[src/rtl/tce_pkg.sv]
// Shared types and constants for the text console character engine.
package tce_pkg;

  localparam int CELL_W     = 16;
  localparam int CHAR_W     = 8;
  localparam int COLOR_W    = 4;
  localparam int CFG_IDX_W  = 1;
  localparam int CFG_DATA_W = 4;
  localparam int READ_W     = 11;
  localparam int LINEAR_W   = 11;
  localparam int LINE_W     = 5;
  localparam int COLUMN_W   = 7;

  localparam logic [CHAR_W-1:0] CH_BACKSPACE = 8'h08;
  localparam logic [CHAR_W-1:0] CH_TAB       = 8'h09;
  localparam logic [CHAR_W-1:0] CH_NEWLINE   = 8'h0A;
  localparam logic [CHAR_W-1:0] CH_SPACE     = 8'h20;

  localparam logic CMD_PUT  = 1'b0;
  localparam logic CMD_READ = 1'b1;

  localparam logic [CFG_IDX_W-1:0] REG_BLANK_FG = 1'b0;
  localparam logic [CFG_IDX_W-1:0] REG_BLANK_BG = 1'b1;

  localparam logic [COLOR_W-1:0] BLANK_FG_RESET = 4'hF;
  localparam logic [COLOR_W-1:0] BLANK_BG_RESET = 4'h0;

  typedef struct packed {
    logic              wr_en;
    logic              wipe;
    logic [CELL_W-1:0] wr_data;
  } put_ctl_t;

endpackage

[src/rtl/tce_cursor.sv]
// Cursor registers and put-character decode: next cursor and cell write.
module tce_cursor #(
  parameter int COLUMNS  = 80,
  parameter int ROWS     = 25,
  parameter int TAB_STOP = 4,
  localparam int AW = $clog2(COLUMNS * ROWS),
  localparam int RW = $clog2(ROWS),
  localparam int CW = $clog2(COLUMNS)
) (
  input  logic                        clk,
  input  logic                        rst,
  input  logic                        step,
  input  logic [tce_pkg::CHAR_W-1:0]  char_code,
  input  logic [tce_pkg::COLOR_W-1:0] fore_color,
  input  logic [tce_pkg::COLOR_W-1:0] back_color,
  output logic [RW-1:0]               row_next,
  output logic [CW-1:0]               col_next,
  output logic [AW-1:0]               lin_next,
  output logic [AW-1:0]               wr_addr,
  output tce_pkg::put_ctl_t           ctl
);

  localparam int PW = $clog2(TAB_STOP);
  localparam int SW = CW + 5;
  localparam int LAST_PHASE = (COLUMNS - 1) % TAB_STOP;

  logic [RW-1:0] row;
  logic [CW-1:0] col;
  logic [PW-1:0] phase;
  logic [PW-1:0] phase_next;
  logic [CW-1:0] wr_col;
  logic [SW-1:0] tab_sum;
  logic          last_row;
  logic          last_col;

  assign last_row = (row == RW'(ROWS - 1));
  assign last_col = (col == CW'(COLUMNS - 1));
  assign tab_sum  = SW'(col) + SW'(TAB_STOP) - SW'(phase);

  always_comb begin
    row_next    = row;
    col_next    = col;
    phase_next  = phase;
    wr_col      = col;
    ctl.wr_en   = 1'b0;
    ctl.wipe    = 1'b0;
    ctl.wr_data = {back_color, fore_color, char_code};
    if (step) begin
      if (char_code == tce_pkg::CH_NEWLINE) begin
        col_next   = '0;
        phase_next = '0;
        if (last_row) begin
          row_next = '0;
          ctl.wipe = 1'b1;
        end else begin
          row_next = row + RW'(1);
        end
      end else if (char_code == tce_pkg::CH_TAB) begin
        if (tab_sum >= SW'(COLUMNS)) begin
          col_next   = CW'(COLUMNS - 1);
          phase_next = PW'(LAST_PHASE);
        end else begin
          col_next   = tab_sum[CW-1:0];
          phase_next = '0;
        end
      end else if (char_code == tce_pkg::CH_BACKSPACE) begin
        if (col != '0) begin
          col_next    = col - CW'(1);
          wr_col      = col - CW'(1);
          phase_next  = (phase == '0) ? PW'(TAB_STOP - 1) : phase - PW'(1);
          ctl.wr_en   = 1'b1;
          ctl.wr_data = {back_color, fore_color, tce_pkg::CH_SPACE};
        end
      end else begin
        ctl.wr_en = 1'b1;
        if (last_col) begin
          col_next   = '0;
          phase_next = '0;
          row_next   = last_row ? '0 : row + RW'(1);
        end else begin
          col_next   = col + CW'(1);
          phase_next = (phase == PW'(TAB_STOP - 1)) ? '0 : phase + PW'(1);
        end
      end
    end
  end

  assign wr_addr  = AW'(row) * AW'(COLUMNS) + AW'(wr_col);
  assign lin_next = AW'(row_next) * AW'(COLUMNS) + AW'(col_next);

  always_ff @(posedge clk) begin
    if (rst) begin
      row   <= '0;
      col   <= '0;
      phase <= '0;
    end else begin
      row   <= row_next;
      col   <= col_next;
      phase <= phase_next;
    end
  end

endmodule

[config.mk]
export PLATFORM = sky130hd
export DESIGN_NAME = tce_cursor
export DESIGN_NICKNAME = d
export VERILOG_FILES = /design/src/rtl/tce_pkg.sv /design/src/rtl/tce_cursor.sv
export SDC_FILE = /design/constraint.sdc
export NUM_CORES = 1
export LEC_CHECK = 0
export ABC_AREA = 1
export BUFFER_PORTS_ARGS = -buffer_cell sky130_fd_sc_hd__buf_2
export CORE_MARGIN = 2
export CORE_UTILIZATION = 30
export CTS_CLUSTER_DIAMETER = 80
export DETAILED_ROUTE_END_ITERATION = 10
export HOLD_SLACK_MARGIN = 0.08
export PLACE_DENSITY = 0.63
export SLEW_MARGIN = 10
export SYNTH_ARGS = -nofsm -noshare
export SYNTH_HDL_FRONTEND = slang
export SYNTH_SLANG_ARGS = --single-unit
[constraint.sdc]
create_clock -name clk -period 12.4 [get_ports clk]
set_clock_uncertainty 0.2 [all_clocks]
set_input_delay 1.24 -clock clk [delete_from_list [all_inputs] [get_ports clk]]
set_output_delay 1.24 -clock clk [all_outputs]
set_load 0.01 [all_outputs]
### Word-level counts from Yosys, hierarchy flattened

Index checks and enable logic that the tools add are counted.
W data, S select, Z words.

| cells by class | value |
|---|---|
| muxes and demuxes | 36 |
| shifts and indexed selects | 0 |
| $mul | 2 |
| bitwise operators | 0 |
| reductions and logical operators | 3 |
| div/mod/pow operators | 0 |
| $add $sub $neg | 9 |
| order comparisons | 1 |
| eq/ne operators | 7 |

Operator list:

| kind | count |
|---|---|
| $mux W7 | 11 |
| $mux W8 | 4 |
| $mux W5 | 6 |
| $eq A8 B4 Y1 const B | 3 |
| $add A11 B7 Y11 | 2 |
| $mux W18 | 1 |
| $mux W2 | 8 |
| $mul A5 B3 Y7 const B | 2 |
| $ge A12 B7 Y1 const B | 1 |
| $sub A8 B2 Y9 | 1 |
| $add A7 B3 Y8 const B | 1 |
| $add A7 B1 Y7 const B | 1 |
| $eq A7 B7 Y1 const B | 1 |
| $reduce_bool A7 Y1 | 1 |
| $sub A7 B1 Y7 const B | 1 |
| $mux W1 | 6 |
| $add A5 B1 Y5 const B | 1 |
| $eq A5 B5 Y1 const B | 1 |
| $ne A4 B3 Y1 const B | 1 |
| $add A2 B1 Y2 const B | 1 |
| $eq A2 B2 Y1 const B | 1 |
| $logic_not A2 Y1 | 1 |
| $reduce_and A2 Y1 | 1 |
| $sub A2 B1 Y2 const B | 1 |

| word-level totals | value |
|---|---|
| latch bits | 0 |
| memories | 0 |
| input bits | 19 |
| RAM bits | 0 |
| bits in registers | 14 |
| word-level logic and storage cells | 61 |
| ROM bits | 0 |
| output and inout port bits | 52 |

### Longest topological paths before layout

Gate-level depths: netlist (run 1).

| logic depth | value |
|---|---|
| word-level depth | 9 |
| gate-level depth with buffers | 26 |
| depth with buffers taken out | 26 |

### Worst setup path after synthesis (run 1)

Ideal clock, no wire load.

| timing | value |
|---|---|
| path type | input to output |
| from | input char_code[4] (netlist name) |
| to | output lin_next[10] |
| slack | 7.168 ns |
| arrival | 3.792 ns |
| data required time | 10.960 ns |
| buffers on the path | 0 |
| stages on the path | 19 |
| cell sequence | nor2_1 nand2_1 clkinv_2 nand3_2 nand3_2 nand2_4 nand2_4 nor2_1 nor2_1 ha_1 ha_1 fa_1 xor2_1 nand3_1 xor2_1 inv_1 nand2_1 nand2_1 inv_1 |

| between the ends | value |
|---|---|
| longest elaborated chain between the ends | 7 |
| elaborated cells between the ends (all ways) | 13 |
| those cells by class | 1 x add/sub; 1 x mul; 3 x eq/ne; 8 x mux |

Ends and longest elaborated chain:

| item | RTL line | RTL |
|---|---|---|
| start, declared | tce_cursor.sv:13 | `input logic [tce_pkg::CHAR_W-1:0] char_code,` |
| $eq A8 B4 Y1 | tce_cursor.sv:66 | `end else if (char_code == tce_pkg::CH_BACKSPACE) begin` |
| $mux W5 | tce_cursor.sv:66 |  |
| $mux W5 | tce_cursor.sv:58 | `end else if (char_code == tce_pkg::CH_TAB) begin` |
| $mux W5 * | tce_cursor.sv:49 | `if (char_code == tce_pkg::CH_NEWLINE) begin` |
| $mux W5 * | tce_cursor.sv:48 | `if (step) begin` |
| net row_next[3] | tce_cursor.sv:16 | `output logic [RW-1:0] row_next,` |
| $mul A5 B3 Y7 * | tce_cursor.sv:89 | `assign lin_next = AW'(row_next) * AW'(COLUMNS) + AW'(col_next);` |
| $add A11 B7 Y11 * | tce_cursor.sv:89 |  |
| end, declared | tce_cursor.sv:18 | `output logic [AW-1:0] lin_next,` |

Mark *: on every way through the listed nets, which the timed path passes. The rest lies on a longest branch.

### Worst setup path after layout (run 1)

| timing | value |
|---|---|
| from | register col[0] |
| to | output lin_next[10] |

| between the ends | value |
|---|---|
| longest elaborated chain between the ends | 8 |
| elaborated cells between the ends (all ways) | 21 |
| those cells by class | 5 x add/sub; 1 x mul; 1 x order compare; 1 x eq/ne; 12 x mux; 1 x reduce/logical |

Ends and longest elaborated chain:

| item | RTL line | RTL |
|---|---|---|
| start, declared | tce_cursor.sv:28 | `logic [CW-1:0] col;` |
| start signal, assigned | tce_cursor.sv:98 | `col <= col_next;` |
| $add A7 B3 Y8 or $eq A7 B7 Y1 (tied branches) | tce_cursor.sv:38, tce_cursor.sv:37 |  |
| $sub A8 B2 Y9 or $mux W5 (tied branches) | tce_cursor.sv:38, tce_cursor.sv:76 |  |
| $ge A12 B7 Y1 or $mux W5 (tied branches) | tce_cursor.sv:59, tce_cursor.sv:66 |  |
| $mux W7 or $mux W5 (tied branches) | tce_cursor.sv:59, tce_cursor.sv:58 |  |
| $mux W7 or $mux W5 (tied branches) | tce_cursor.sv:58, tce_cursor.sv:49 |  |
| $mux W7 or $mux W5 (tied branches) | tce_cursor.sv:49, tce_cursor.sv:48 |  |
| $mux W7 or $mul A5 B3 Y7 (tied branches) | tce_cursor.sv:48, tce_cursor.sv:89 |  |
| $add A11 B7 Y11 * | tce_cursor.sv:89 |  |

Every way passes the cells marked *; elsewhere a longest branch is shown, timed or not.

==> impl_results.md, run 1 <==
* Met1 Usage GRT at 20.4%
* Power Internal at 0.0873 mW
* Asr flop ratio synth at 0%
* Largest delay share family, worst path: adder cells
* Least-Margin Pin Slew at 0.635 ns
* Io pins at 71
* Met3 global-route usage at 1.81%
* Largest net degree at the start of global routing at 15
* Vias in the first global route at 2,453
* Syn Std Cell Area at 2580 µm²
* Diode count at 0
* Clock sink count at 14
* Height of the chip at 96.7 µm
* Drt drc at 0
* Sw power at 0.0398 mW
* Syn_area_per_cell at 6.40 µm²
* Pwr dens at 44.1 nW/µm²
* Synthesis Warnings at 0
* Most Crowded Layer GR: met2
* CP required at 10.96 ns
* DR vias/cell at 4.80
* Min cycle time layout at 5.70 ns
* Iteration-0 DRC Markers at 142
* CTS Buffer Depth at 2
* Syn_nets at 465
* Estimated wirelength of the detail-placed design at 5800 µm
* Cts bufs inserted at 3
* Slowest cell delay on critical path at 0.43 ns
* Pins Over Slew Limit at 0
* Hold buffer count at cts at 0
* Overall Global Routing Usage at 14.5%
* Placed Cells at 539
* R2R Setup Slk at 9.47 ns
* First-pass GRT wire length at 11,400 µm
* Sequential fraction of the synthesis area at 10.9%
* Clock share of power at 35.1%
* Final Hold Viols at 0
* Area of the multi-input gates at 1910 µm²
* VDD IR max at 0.0484 mV
* Most frequent cells in the layout: 103 x nand2_1, 54 x buf_2, 51 x inv_1
* Slew Limit Headroom at 57.6%
* Hold WC Path Type: flop to flop
* CP max stage cell: fa_1
* Unique cell type count in the Yosys netlist at 36
* Synth area leader: ha_1
* Area fraction of the dominant cell type after synthesis at 18.4%
* Status: completed
* Lkg Pwr at 1.70 nW
* FF/Latch Area at 280 µm²
* First-pass iteration count of the detailed router at 4
* Max Fclk at 0.175 GHz
* TritonCTS clock tree: yes
* IO Port Bufs at 54
* Main synth FF type: dfxtp_1
* Logic gate share of total power at 27.0%
* Cell mode on critical path: nand2_1
* Layout cells sized above 1 at 20.8%
* Most common cell after layout, fill and taps aside: nand2_1
* Hold slack final at 0.301 ns
* CTS HTree Levels at 1
* Final #Nets at 501
* Num rows at 33
* Crit end category: output port
* RSZ-0062 raised after global routing: false
* Die X at 96.7 µm
* Clock transition at path regs at 0.06 ns
* Sequential power share at 37.9%
* Post-CTS Setup Inserts at 0
* Critical path peak fanout at 8
* CP Launch Type: flop
* CP arrival at 4.26 ns
* CORE AREA at 8260 µm²
* Switching share of power at 31.3%
* Total wire length at 6910 µm
* Post_cts resized at 0
* Period utilisation layout at 46.0%
* Initial cell density of the core at 31.2%
* Clk root buf: clkbuf_8
* Fill count at 912
* GP Congestion at 0.880
* Die ar. at 9350 µm²
* Worst path buffer plus inverter count at 5
* Grt ovf at 0
* Area growth syn-to-layout at 11.7%
* Cell depth of the worst setup path at 26
* Reg2reg path depth at 16
* Post-route ant nets at 0
* Synthesis-stage register bit count at 14
* Antenna violations before repair at 0
* Hold Path Cell Cnt at 2
* Area contributors post-synth: ha_1 18%, nand2_1 15%, dfxtp_1 11%
* Post-Syn Instances at 403
* Max-Cap Viols at 0
* Number of synthesized flops with an enable pin at 0
* Clk Latency, worst-skew pair at 0.25 ns
* Non-filler cells, final at 543
* Final setup vio count at 0
* Setup CP Type: flop to output port
* Global routing usage on met2 at 23.5%
* Drt wl/cell at 12.7 µm
* Setup TNS at 0 ns
* Vias at 2,608
==> worst reg2reg max path: cells and delay by family, from the launching register on <==
kind | cells | cell delay (ns)
simple gates | 10 | 0.98
flops | 1 | 0.39
compound gates | 1 | 0.12
fa+ha+maj | 3 | 0.87
buf+inv | 2 | 0.33
==> cell usage after synthesis, types with 2 or more instances <==
cell,count
nand2_1,103
inv_1,51
ha_1,38
nand3_1,38
nor2_1,30
a21oi_1,17
xor2_1,16
dfxtp_1,14
buf_4,12
inv_2,9
clkbuf_1,7
nand4_1,7
o21ai_0,7
fa_1,5
nor3_1,5
nand2_2,4
nor2_2,4
o22ai_1,4
buf_6,3
nand2_4,3
nand3_2,3
xnor2_1,3
a31oi_1,2
nand3b_1,2
nor2_4,2
nor3_2,2
o21ai_1,2
or2_2,2
==> state kept, by name, indices dropped and copies added (netlist names) <==
signal,flops
phase,2
col,7
row,5
==> logic make-up after synthesis <==
family	count (synthesis)	share of synthesized area [%]
buffers and inverters	85	15.1
and+or+nand+nor	208	38.1
xor gates and xnor gates	19	6.45
adders and majority gates	43	22.3
AOI/OAI and AO/OA	34	7.13
DFF	14	10.9
==> metal layers <==
| layer | routed length [µm] | vias up |
|---|---|---|
| met2 | 3090 | 86 |
| met3 | 415 | 8 |
| met4 | 74 | 0 |
| met1 | 3330 | 1165 |
| met5 | 0 | - |
| li1 | - | 1349 |
==> final cells by class <==
| type | instances | area share [%] |
|---|---|---|
| multi-input combinational | 304 | 66.3 |
| timing repair buffer | 54 | 9.38 |
| clock buffer | 4 | 1.91 |
| tap | 105 | 4.56 |
| sequential | 14 | 9.73 |
| inverter | 62 | 8.12 |
==> power by group through the flow <==
stage | Sequential [mW] | Combinational (mW) | Clock [mW]
5_1_grt | 0.0483 | 0.0387 | 0.0474
4_1_cts | 0.0481 | 0.0345 | 0.0461
2_1_floorplan | 0.0483 | 0.0279 | 0
6_report | 0.0482 | 0.0343 | 0.0446
3_5_place_dp | 0.0491 | 0.0345 | 0
3_3_place_gp | 0.0491 | 0.0338 | 0
==> worst paths after layout <==
check | end | start
max | lin_next[10] | col[0]
min | phase[1] | phase[1]
max reg2reg | col[5] | col[0]
min reg2reg | phase[1] | phase[1]
==> stage by stage <==
step / area (µm²) / util (%) / power, mW / setup WS, ns
finish: 2880 / 34.9 / 0.127 / 6.70
global route: 2880 / 34.9 / 0.134 / 6.25
CTS: 2880 / 34.9 / 0.129 / 6.69
detailed placement: 2830 / 34.2 / 0.0836 / 6.69
global placement: 2830 / 34.2 / 0.0829 / 6.72
floorplan: 2580 / - / 0.0761 / 7.17
(Power assumes the default switching activity.)
==> inputs of run 2 (changes only) <==
Settings changed: ABC_AREA 1 to 0, PLACE_DENSITY 0.63 to 0.64.
Clock period 12.4 ns to 4.7 ns, I/O delays scaled along.
==> impl_results.md, run 2 <==
* Final Hold Viols at 0 (unchanged)
* CP cell instances: buf_2 -> or4_4 -> or3_4 -> a211o_4 -> o31ai_4 -> ha_4 -> ha_4 -> fa_1 -> nand2_2 -> nor2_2 -> o21ai_1 -> a222oi_1 -> xor2_1 -> buf_2
* Post-Syn Instances at 349 (was 403)
* First-pass GRT wire length at 13,100 µm (was 11,400 µm)
* Cell Area, Placed at 3220 µm² (was 2830 µm²)
* Met3 WL at 507 µm (was 415 µm)
* RSZ-0062 raised after global routing: true (was false)
* Final #Nets at 495 (was 501)
* Sequential fraction of the synthesis area at 10.8% (was 10.9%)
* Unique cell type count in the Yosys netlist at 60 (was 36)
* DR top layer: met4 (unchanged)
* Io pins at 71 (unchanged)
* Routed wl met2 at 3750 µm (was 3090 µm)
* Grt ovf at 0 (unchanged)
* Layout cells sized above 1 at 37.1% (was 20.8%)
* CTS HTree Levels at 1 (unchanged)
* Die ar. at 9410 µm² (was 9350 µm²)
* Largest net degree at the start of global routing at 21 (was 15)
* Largest delay share family, worst path: compound AO/OA/AOI/OAI gates (was adder cells)
* Cell depth of the worst setup path at 14 (was 26)
* Post-synthesis mux area share at 1.21% (was 0%)
* Asr flop ratio synth at 0% (unchanged)
* Main combinational cell family by area after synthesis: simple AND/OR/NAND/NOR gates (unchanged)
* Total wire length at 7960 µm (was 6910 µm)
* Clk Latency, worst-skew pair at 0.25 ns (about the same)
* Max reg flops at 7 (unchanged)
* Overall Global Routing Usage at 16.3% (was 14.5%)
* First-pass iteration count of the detailed router at 4 (unchanged)
* IO Port Bufs at 54 (unchanged)
* CORE AREA at 8300 µm² (was 8260 µm²)
* Drt drc at 0 (unchanged)
* Final WS setup at -0.0774 ns (was 6.70 ns)
* Critical path peak fanout at 8 (unchanged)
* Worst path buffer plus inverter count at 2 (was 5)
* Setup CP Type: primary input to output port (was flop to output port)
* Status: finished with violations (was completed)
* Synth area leader: ha_1 (unchanged)
* Max-Cap Viols at 0 (unchanged)
* Most common cell in the netlist: ha_1 (was nand2_1)
* Area growth syn-to-layout at 35.1% (was 11.7%)
* Slowest cell delay on critical path at 0.58 ns (was 0.43 ns)
* R2R Setup Slk at 1.45 ns (was 9.47 ns)
* Post-Synth Adder-Cell Area at 22.2% (was 22.3%)
* Final setup vio count at 1 (was 0)
* Cts bufs inserted at 3 (unchanged)
* Hold buffer count at cts at 0 (unchanged)
* Top reg by flops: col (unchanged)
* Vias in the first global route at 2,802 (was 2,453)
* CP Launch Type: primary input (was flop)
* Period utilisation layout at 102%
* Min cycle time layout at 4.78 ns
* Power, Total at 0.386 mW (was 0.127 mW)
* Drt wl/cell at 14.8 µm (was 12.7 µm)
* Leading registers by flop count: col (7), row (5), phase (2) (unchanged)
* Final instance area at 3500 µm² (was 2880 µm²)
* Pwr dens at 110 nW/µm² (was 44.1 nW/µm²)
* CP required at 4.03 ns (was 10.96 ns)
* Syn Std Cell Area at 2590 µm² (was 2580 µm²)
* Max Fclk at 0.209 GHz
* Clock sink count at 14 (unchanged)
* Xor/xnor share of the synthesized area at 6.75% (was 6.45%)
* Final Util at 42.2% (was 34.9%)
* Diode count at 0 (unchanged)
* Least-Margin Pin Slew at 0.634 ns (was 0.635 ns)
* Vias at 2,864 (was 2,608)
* Crit end category: output port (unchanged)
* Synthesis-stage register bit count at 14 (unchanged)
* Post-route ant nets at 0 (unchanged)
* Clock transition at path regs at 0.07 ns (was 0.06 ns)
* Antenna violations before repair at 0 (unchanged)
* Hold slack final at 0.316 ns (was 0.301 ns)
* Worst Setup EP: lin_next[10] (unchanged)
* Initial cell density of the core at 31.3% (was 31.2%)
* Violated checks: setup timing
* Area contributors post-synth: ha_1 18%, dfxtp_1 11%, o21ai_0 5.4% (was ha_1 18%, nand2_1 15%, dfxtp_1 11%)
* Syn_area_per_cell at 7.44 µm² (was 6.40 µm²)
* Wl on met1 at 3590 µm (was 3330 µm)
* Die X at 97.0 µm (was 96.7 µm)
* Fill count at 850 (was 912)
* Estimated wirelength of the detail-placed design at 6210 µm (was 5800 µm)
* Synthesis Warnings at 0 (unchanged)
* Number of synthesized flops with an enable pin at 0 (unchanged)
* CTS Buffer Depth at 2 (unchanged)
* Reg2reg path depth at 11 (was 16)
* RR Endpoint: phase[0] (was col[5])
* Synth Area in Compound Gates at 23.1% (was 7.13%)
* Main synth FF type: dfxtp_1 (unchanged)
* Most frequent cells in the layout: 54 x buf_2, 54 x buf_4, 31 x ha_1 (was 103 x nand2_1, 54 x buf_2, 51 x inv_1)
* GP Congestion at 0.912 (was 0.880)
* DR vias/cell at 5.34 (was 4.80)
* Clk root buf: clkbuf_8 (unchanged)
* CP max stage cell: fa_1 (unchanged)
* CP arrival at 4.11 ns (was 4.26 ns)
* Reg-to-Reg Start: col[1] (was col[0])
* Lkg Pwr at 1.64 nW (was 1.70 nW)
* Height of the chip at 97.0 µm (was 96.7 µm)
* Post-Synth Simple-Gate Area at 26.5% (was 38.1%)
* Synth cell count leaders: 38 x ha_1, 28 x o21ai_0, 26 x nor2_1 (was 103 x nand2_1, 51 x inv_1, 38 x ha_1, 38 x nand3_1, 30 x nor2_1)
* Pins Over Slew Limit at 0 (unchanged)
* Iteration-0 DRC Markers at 105 (was 142)
* Hold WC Path Type: flop to flop (unchanged)
* Num rows at 33 (unchanged)
* VDD IR max at 0.0697 mV (was 0.0484 mV)
* CP startpoint: char_code[4] (was col[0])
* Area fraction of the dominant cell type after synthesis at 18.3% (was 18.4%)
* Slew Limit Headroom at 57.4% (was 57.6%)
* Syn_nets at 411 (was 465)
* TritonCTS clock tree: yes (unchanged)
-- run 2: cell families (layout without fill, tap and decap cells) --
family | count (synthesis) | in the layout
DFF | 14 | 14
adders and majority gates | 43 | 43
and+or+nand+nor | 125 | 125
buffers and inverters | 53 | 135
muxes | 3 | 3
AOI/OAI and AO/OA | 91 | 91
xor gates and xnor gates | 20 | 20
-- run 2: per-stage QoR --
stage          worst slack [ns]  cells  TNS (ns)
3_3_place_gp             -0.113    522    -0.113
3_5_place_dp             -0.166    522    -0.166
5_1_grt                  -0.241    536    -0.274
4_1_cts                  -0.161    531    -0.161
2_1_floorplan           0.00158    349         0
6_report                -0.0774    536   -0.0774
-- run 2: report_power, final --
group          leakage [nW]  switching [mW]  internal [mW]  total (mW)
Combinational          1.50          0.0858         0.0697       0.155
Clock                0.0216          0.0478         0.0569       0.105
Sequential            0.115         0.00297          0.123       0.126
Total                  1.64           0.137          0.249       0.386
-- run 2: how the worst min path moves through the flow --
stage / endpoint / cells past startpoint / slack (ns) / start
2_1_floorplan: phase[1] / 2 / 0.25 / phase[1]
5_1_grt: phase[0] / 2 / 0.34 / phase[0]
4_1_cts: phase[0] / 2 / 0.31 / phase[0]
6_report: phase[0] / 2 / 0.32 / phase[0]
3_5_place_dp: phase[0] / 2 / 0.33 / phase[0]
3_3_place_gp: phase[0] / 2 / 0.33 / phase[0]
-- run 2: final cells by class --
| type | instances | area (µm²) | area share (%) |
|---|---|---|---|
| Inverter | 24 | 90.1 | 2.57 |
| Sequential cell | 14 | 284 | 8.10 |
| Timing Repair Buffer | 108 | 676 | 19.3 |
| Tap cell | 105 | 131 | 3.75 |
| Multi-Input combinational cell | 282 | 2280 | 65.1 |
| Clock buffer | 3 | 41.3 | 1.18 |
-- run 2: what timing repair did --
action | 4_1_cts | 5_1_grt
setup buffers | 6 | 5
pin swaps | 15 | 20
resized for setup | 13 | 27
endpoints found under the setup margin | 1 | 4
-- run 2: tightest hold or removal path, stage by stage (launching register included) --
cell	delay [ns]
dfxtp_2	0.35
nand2_1	0.05
o21ai_0	0.07
-- run 2: per-layer routing --
| layer | vias up | track usage (%) |
|---|---|---|
| met4 | 0 | 5.53 |
| li1 | 1428 | - |
| met3 | 9 | 2.10 |
| met5 | - | 0 |
| met1 | 1336 | 21.9 |
| met2 | 91 | 27.0 |
